File: src/sv/spq_pkg.sv
// shared types and codes for the stable priority queue
`timescale 1ns / 1ps
package spq_pkg;

  localparam logic MODE_ENQ = 1'b0;
  localparam logic MODE_DEQ = 1'b1;

  localparam logic [1:0] ST_OK        = 2'd0;
  localparam logic [1:0] ST_DEQ_EMPTY = 2'd1;
  localparam logic [1:0] ST_ENQ_FULL  = 2'd2;

  localparam logic signed [31:0] EMPTY_HEAD = -32'sd1;

  typedef struct packed {
    logic              mode;
    logic signed [31:0] item_value;
    logic [7:0]        item_priority;
  } spq_in_t;

  typedef struct packed {
    logic signed [31:0] head_value;
    logic              is_empty;
    logic              is_full;
    logic [4:0]        occupancy;
    logic [1:0]        status;
  } spq_out_t;

  // operation broadcast to every cell of the row
  typedef struct packed {
    logic enq;
    logic deq;
  } spq_ctl_t;

endpackage

File: src/sv/spq_cell.sv
// one slot of the sorted row: holds an entry and trades it with its neighbors
`timescale 1ns / 1ps
module spq_cell #(
  parameter int PRIO_W = 8
) (
  input  logic               clk,
  input  spq_pkg::spq_ctl_t  ctl,
  input  logic [31:0]        new_value,
  input  logic [PRIO_W-1:0]  new_prio,
  input  logic               occupied,
  input  logic               left_ge,
  input  logic [31:0]        left_value,
  input  logic [PRIO_W-1:0]  left_prio,
  input  logic [31:0]        right_value,
  input  logic [PRIO_W-1:0]  right_prio,
  output logic [31:0]        value,
  output logic [PRIO_W-1:0]  prio,
  output logic               ge
);
  import spq_pkg::*;

  logic [31:0]       value_next;
  logic [PRIO_W-1:0] prio_next;

  // entry stays ahead of the new item when its priority is not lower
  assign ge = occupied && (prio >= new_prio);

  always_comb begin
    value_next = value;
    prio_next  = prio;
    if (ctl.enq) begin
      if (!ge) begin
        if (left_ge) begin
          value_next = new_value;
          prio_next  = new_prio;
        end else begin
          value_next = left_value;
          prio_next  = left_prio;
        end
      end
    end else if (ctl.deq) begin
      value_next = right_value;
      prio_next  = right_prio;
    end
  end

  always_ff @(posedge clk) begin
    value <= value_next;
    prio  <= prio_next;
  end

endmodule

File: src/sv/stable_priority_queue.sv
// stable priority queue built as a row of shifting cells
// the result is registered and valid in the cycle after the item is accepted
// throughput: one item per cycle while result_ready is high; every cell compares and shifts in the same cycle
// the result register frees the input as soon as the pending result is taken
// reset clears the entry count and the result valid; cell contents stay undefined
`timescale 1ns / 1ps
module stable_priority_queue #(
  parameter int DEPTH         = 16,
  parameter int PRIORITY_BITS = 8
) (
  input  logic              clk,
  input  logic              rst,
  input  logic              item_valid,
  output logic              item_ready,
  input  spq_pkg::spq_in_t  item,
  output logic              result_valid,
  input  logic              result_ready,
  output spq_pkg::spq_out_t result
);
  import spq_pkg::*;

  localparam int CNT_W = $clog2(DEPTH + 1);

  logic [CNT_W-1:0]         count;
  logic [CNT_W-1:0]         count_next;
  logic                     item_fire;
  logic                     full;
  logic                     empty;
  spq_ctl_t                 ctl;
  logic [31:0]              prio_ext;
  logic [PRIORITY_BITS-1:0] new_prio;
  logic [31:0]              cell_value [DEPTH];
  logic [PRIORITY_BITS-1:0] cell_prio  [DEPTH];
  logic [DEPTH-1:0]         cell_ge;
  logic [31:0]              head_next;
  logic [1:0]               status_next;
  spq_out_t                 result_next;

  assign item_ready = !result_valid || result_ready;
  assign item_fire  = item_valid && item_ready;
  assign full       = (count == CNT_W'(DEPTH));
  assign empty      = (count == '0);

  assign prio_ext = 32'(item.item_priority);
  assign new_prio = prio_ext[PRIORITY_BITS-1:0];

  assign ctl.enq = item_fire && (item.mode == MODE_ENQ) && !full;
  assign ctl.deq = item_fire && (item.mode == MODE_DEQ) && !empty;

  for (genvar i = 0; i < DEPTH; i++) begin : g_cell
    logic                     occ;
    logic                     l_ge;
    logic [31:0]              l_value;
    logic [PRIORITY_BITS-1:0] l_prio;
    logic [31:0]              r_value;
    logic [PRIORITY_BITS-1:0] r_prio;

    assign occ = (CNT_W'(i) < count);

    if (i == 0) begin : g_first
      assign l_ge    = 1'b1;
      assign l_value = item.item_value;
      assign l_prio  = new_prio;
    end else begin : g_mid
      assign l_ge    = cell_ge[i-1];
      assign l_value = cell_value[i-1];
      assign l_prio  = cell_prio[i-1];
    end

    if (i == DEPTH - 1) begin : g_last
      assign r_value = cell_value[i];
      assign r_prio  = cell_prio[i];
    end else begin : g_inner
      assign r_value = cell_value[i+1];
      assign r_prio  = cell_prio[i+1];
    end

    spq_cell #(
      .PRIO_W(PRIORITY_BITS)
    ) u_cell (
      .clk        (clk),
      .ctl        (ctl),
      .new_value  (item.item_value),
      .new_prio   (new_prio),
      .occupied   (occ),
      .left_ge    (l_ge),
      .left_value (l_value),
      .left_prio  (l_prio),
      .right_value(r_value),
      .right_prio (r_prio),
      .value      (cell_value[i]),
      .prio       (cell_prio[i]),
      .ge         (cell_ge[i])
    );
  end

  always_comb begin
    count_next  = count;
    status_next = ST_OK;
    head_next   = empty ? EMPTY_HEAD : cell_value[0];
    if (ctl.enq) begin
      count_next = count + CNT_W'(1);
      head_next  = cell_ge[0] ? cell_value[0] : item.item_value;
    end else if (ctl.deq) begin
      count_next = count - CNT_W'(1);
      head_next  = (count > CNT_W'(1)) ? cell_value[1] : EMPTY_HEAD;
    end else if (item.mode == MODE_ENQ) begin
      status_next = ST_ENQ_FULL;
    end else begin
      status_next = ST_DEQ_EMPTY;
    end
  end

  always_comb begin
    result_next.head_value = head_next;
    result_next.is_empty   = (count_next == '0);
    result_next.is_full    = (count_next == CNT_W'(DEPTH));
    result_next.occupancy  = 5'(count_next);
    result_next.status     = status_next;
  end

  always_ff @(posedge clk) begin
    if (rst) begin
      count        <= '0;
      result_valid <= 1'b0;
    end else begin
      if (item_fire) begin
        count        <= count_next;
        result_valid <= 1'b1;
      end else if (result_ready) begin
        result_valid <= 1'b0;
      end
    end
  end

  always_ff @(posedge clk) begin
    if (item_fire) begin
      result <= result_next;
    end
  end

`ifndef SYNTHESIS
  a_count_bound: assert property (@(posedge clk) disable iff (rst)
    count <= CNT_W'(DEPTH))
    else $error("entry count above depth");

  a_full_drop: assert property (@(posedge clk) disable iff (rst)
    (item_fire && item.mode == MODE_ENQ && full) |=>
      (count == $past(count) && result.status == ST_ENQ_FULL))
    else $error("enqueue on full changed the queue");

  a_empty_head: assert property (@(posedge clk) disable iff (rst)
    (result_valid && result.is_empty) |-> (result.head_value == EMPTY_HEAD))
    else $error("empty result without all-ones head");

  a_count_match: assert property (@(posedge clk) disable iff (rst)
    item_fire |=> (result.occupancy == 5'(count)))
    else $error("reported occupancy differs from entry count");
`endif

endmodule
File: config.mk
export PLATFORM = sky130hd
export DESIGN_NAME = stable_priority_queue
export DESIGN_NICKNAME = d
export VERILOG_FILES = /design/src/sv/spq_pkg.sv /design/src/sv/spq_cell.sv /design/src/sv/stable_priority_queue.sv
export SDC_FILE = /design/constraint.sdc
export NUM_CORES = 2
export LEC_CHECK = 0
export BUFFER_PORTS_ARGS = -buffer_cell sky130_fd_sc_hd__buf_2
export CAP_MARGIN = 40
export CELL_PAD_IN_SITES_DETAIL_PLACEMENT = 0
export CELL_PAD_IN_SITES_GLOBAL_PLACEMENT = 1
export CORE_MARGIN = 3
export CORE_UTILIZATION = 56
export DETAILED_ROUTE_END_ITERATION = 8
export GPL_TIMING_DRIVEN = 0
export PLACE_DENSITY_LB_ADDON = 0.1
export SLEW_MARGIN = 20
export SYNTH_ARGS = -nofsm -noshare
export SYNTH_HDL_FRONTEND = slang
export SYNTH_HIERARCHICAL = 1
export SYNTH_SLANG_ARGS = --single-unit
File: constraint.sdc
create_clock -name clk -period 7.2 [get_ports clk]
set_input_delay 0.36 -clock clk [delete_from_list [all_inputs] [get_ports clk]]
set_output_delay 0.36 -clock clk [all_outputs]
set_load 0.005 [all_outputs]
==> flow_metrics.py <==
metrics = {
    "run_status": {
        "outcome": "complete, no violations",
    },
    "routing": {
        "viasPerCell": 5.65,
        "totalWireLength_um": 91600,
        "wl_per_cell_um": 19.6,
        "drtPass1Iterations": 6,
        "route.detailed.drc": 0,
        "drtIter0Drc": 1984,
        "via_count": 26400,
        "ant_nets": 0,
    },
    "pwr": {
        "power_frac_seq": 0.460,
        "combinationalPowerShare": 0.214,
        "swShare": 0.288,
        "leakage_nw": 15.3,
        "p_int_mw": 8.47,
        "power_switching_mw": 3.43,
        "ir_worst_vdd_uv": 218,
        "clkPwrFrac": 0.326,
        "powerDensity_nw_per_um2": 274,
    },
    "layout": {
        "nets": 3861,
        "area_growth_pct": 12.2,
        "drive_above_1_share": 0.111,
    },
    "clocking": {
        "ctsResizeCount": 0,
        "h-tree-depth": 3,
        "cts_buffer_depth": 3,
        "cts.sinks": 687,
        "cts_tree": "done",
        "path_clk_slew_ns": 0.06,
        "numCtsBuffers": 76,
        "root_buffer": "clkbuf_16",
        "clk_latency_ns": 0.61,
    },
    "sta": {
        "fin_worst_skew_ns": 0.0198,
        "setup_ws_ns": 2.76,
        "timing.fmax_mhz": 225,
        "slew_violations": 0,
        "tightest_slew_ns": 0.890,
        "slew_headroom": 0.407,
        "period_share": 0.616,
        "fin_crit_ns": 4.44,
        "fin_tns_setup_ns": 0,
        "rsz0062_at_grt": "false",
        "hold_viol": 0,
        "hold_slack_ns": 0.133,
        "setup_viol": 0,
    },
    "grt": {
        "grt_usage": 0.253,
        "grt-ovfl-total": 0,
        "grt_pass1_vias": 26600,
        "grt_pass1_wl_um": 144000,
        "grt_max_degree": 35,
        "grt_antenna_before_repair": 2,
    },
    "min_path": {
        "hold_class": "primary input to flip-flop",
        "min_from": "item[40]",
    },
    "floorplan": {
        "initial_core_util": 0.570,
        "io_pins": 88,
        "die_h_um": 269,
        "core-area_um2": 67900,
        "fp.dieW_um": 269,
        "die-area_um2": 72300,
        "rows": 95,
    },
    "yosys": {
        "avgSynthCellArea_um2": 11.1,
        "synth_edf_count": 681,
        "yosys.area.top_type_share": 0.528,
        "synth.yosys.seq_area_share": 0.531,
        "yosys-top-cells-area": "edfxtp_1 53%, mux2i_1 17%, a21oi_1 8.7%, nor2_1 6.4%, ha_1 4.3%",
        "ys_types": 45,
        "synthArstFlopShare": 0,
        "ys_ff_latch": 687,
        "syn_inst": 3498,
        "synth-main-ff-cell": "edfxtp_1",
        "syn-num-nets": 3675,
        "synth_area_leader_cell": "edfxtp_1",
        "syn_area_um2": 38700,
        "ys_warn_count": 6,
    },
    "placement": {
        "globalplace.congestion": 0.892,
        "port_buffers": 86,
        "post-dp-hpwl_um": 72700,
        "place_ws_ns": 2.83,
    },
    "worst_setup_path": {
        "crit_buf_inv": 7,
        "crit_required_ns": 7.50,
        "cpMostUsedCell": "buf_16",
        "r2r-start": "count[0]",
        "slowest_delay_ns": 0.61,
        "arrival_ns": 4.74,
        "path_delay_family": "buffers and inverters",
        "worstSetupEndpointType": "flip-flop",
        "cp_max_fo": 26,
        "worstSetupPathType": "flip-flop to flip-flop",
        "worst_path_max_delay_cell": "nor4_4",
        "crit_chain": "clkbuf_1, inv_1, ha_1, and4bb_2, nor4_4, clkbuf_2, buf_16, buf_6, buf_2, nor2_1, a21oi_4, buf_16",
        "worstSetupStartpoint": "count[0]",
        "cp-start-kind": "flip-flop",
    },
    "job": {
        "drv_cap": 0,
    },
}
-- metrics by stage --
step / utilization / power (mW) / instance area [um2] / instances
2_1_floorplan: - / 7.21 / 38700 / 3498
3_3_place_gp: 0.594 / 7.85 / 40300 / 4505
3_5_place_dp: 0.603 / 8.07 / 40900 / 4525
4_1_cts: 0.640 / 12.0 / 43400 / 4666
5_1_grt: 0.640 / 12.5 / 43400 / 4669
6_report: 0.640 / 11.9 / 43400 / 4670
-- flip-flops by register name (all words and copies together) (netlist names) --
signal	flops
result	41
g_cell.u_cell/value	512
g_cell.u_cell/prio	128
result_valid	1
count	5
-- final timing paths --
path / end / slack (ns) / depth (start not counted)
setup / recovery: g_cell[7].u_cell/value[13] / 2.76 / 12
hold / removal: result[1] / 0.13 / 2
setup reg to reg: g_cell[7].u_cell/value[13] / 2.76 / 12
hold reg to reg: g_cell[2].u_cell/value[22] / 0.58 / 2
-- placed cells by master, fill, tap and decap left out, types with 18 or more instances in the layout --
cell	instances
a21o_1	32
a21oi_1	675
a22oi_1	33
buf_2	189
clkbuf_1	139
clkbuf_16	77
edfxtp_1	681
ha_1	132
inv_1	154
mux2i_1	672
nand2b_1	18
nand3_1	18
nor2_1	663
o22ai_1	32
-- per-layer routing --
metal  GRT usage  vias up  routed length [um]
met5           0        -                   0
met4      0.0816        0                2790
met3      0.0297      147                4240
met2       0.422      706               42600
met1       0.348    12400               42000
li1            -    13200                   -
-- Yosys cell counts (2+ instances only) --
library cell / number
a21o_1: 32
a21oi_1: 675
a21oi_2: 33
a22oi_1: 33
a31oi_1: 2
buf_2: 103
buf_4: 2
buf_6: 16
clkbuf_1: 125
dfxtp_1: 6
edfxtp_1: 681
ha_1: 132
inv_1: 155
mux2i_1: 672
nand2_1: 11
nand2b_1: 18
nand3_1: 18
nor2_1: 664
nor2b_1: 4
nor3_1: 3
nor3_2: 2
nor4_1: 2
o211ai_1: 16
o21ai_0: 8
o21bai_1: 4
o22ai_1: 32
o32ai_2: 16
or4_4: 16
-- power groups by stage --
stage | combinational [mW] | clock (mW) | sequential [mW]
after floorplan | 1.75 | 0 | 5.46
after global placement | 2.30 | 0 | 5.55
after detailed placement | 2.53 | 0 | 5.55
after CTS | 2.53 | 3.96 | 5.47
after global routing | 2.81 | 4.11 | 5.54
final | 2.54 | 3.88 | 5.48
-- area by class of cell --
type | instances | area (um2)
antenna | 3 | 7.51
buffer | 247 | 1190
clock buffer | 93 | 2000
clock inverter | 47 | 484
fill | 5678 | 24400
inverter | 155 | 582
multi-input combinational | 2409 | 16500
sequential | 687 | 20600
tap | 921 | 1150
timing repair buffer | 108 | 970
-- kinds of logic (layout without fill, tap and decap cells) --
| kind of cell | after synthesis | in the layout | share of synthesized area |
|---|---|---|---|
| AOI/OAI and AO/OA | 855 | 855 | 0.126 |
| and+or+nand+nor | 747 | 747 | 0.0802 |
| muxes | 672 | 672 | 0.174 |
| xor gates and xnor gates | 2 | 2 | 0.000647 |
| DFF | 687 | 687 | 0.531 |
| buffers and inverters | 402 | 650 | 0.0456 |
| adders and majority gates | 132 | 132 | 0.0427 |
| other | 1 | 4 | 0.0000969 |
-- repair_timing --
| action | 4_1_cts | 5_1_grt |
|---|---|---|
| endpoints found under the setup margin | 0 | 0 |
| endpoints found under the hold margin | 6 | 0 |
| hold buffers | 1 | 0 |
| buffers inserted | 0 | 0 |
No activity file was read; power rests on OpenSTA's default activity.
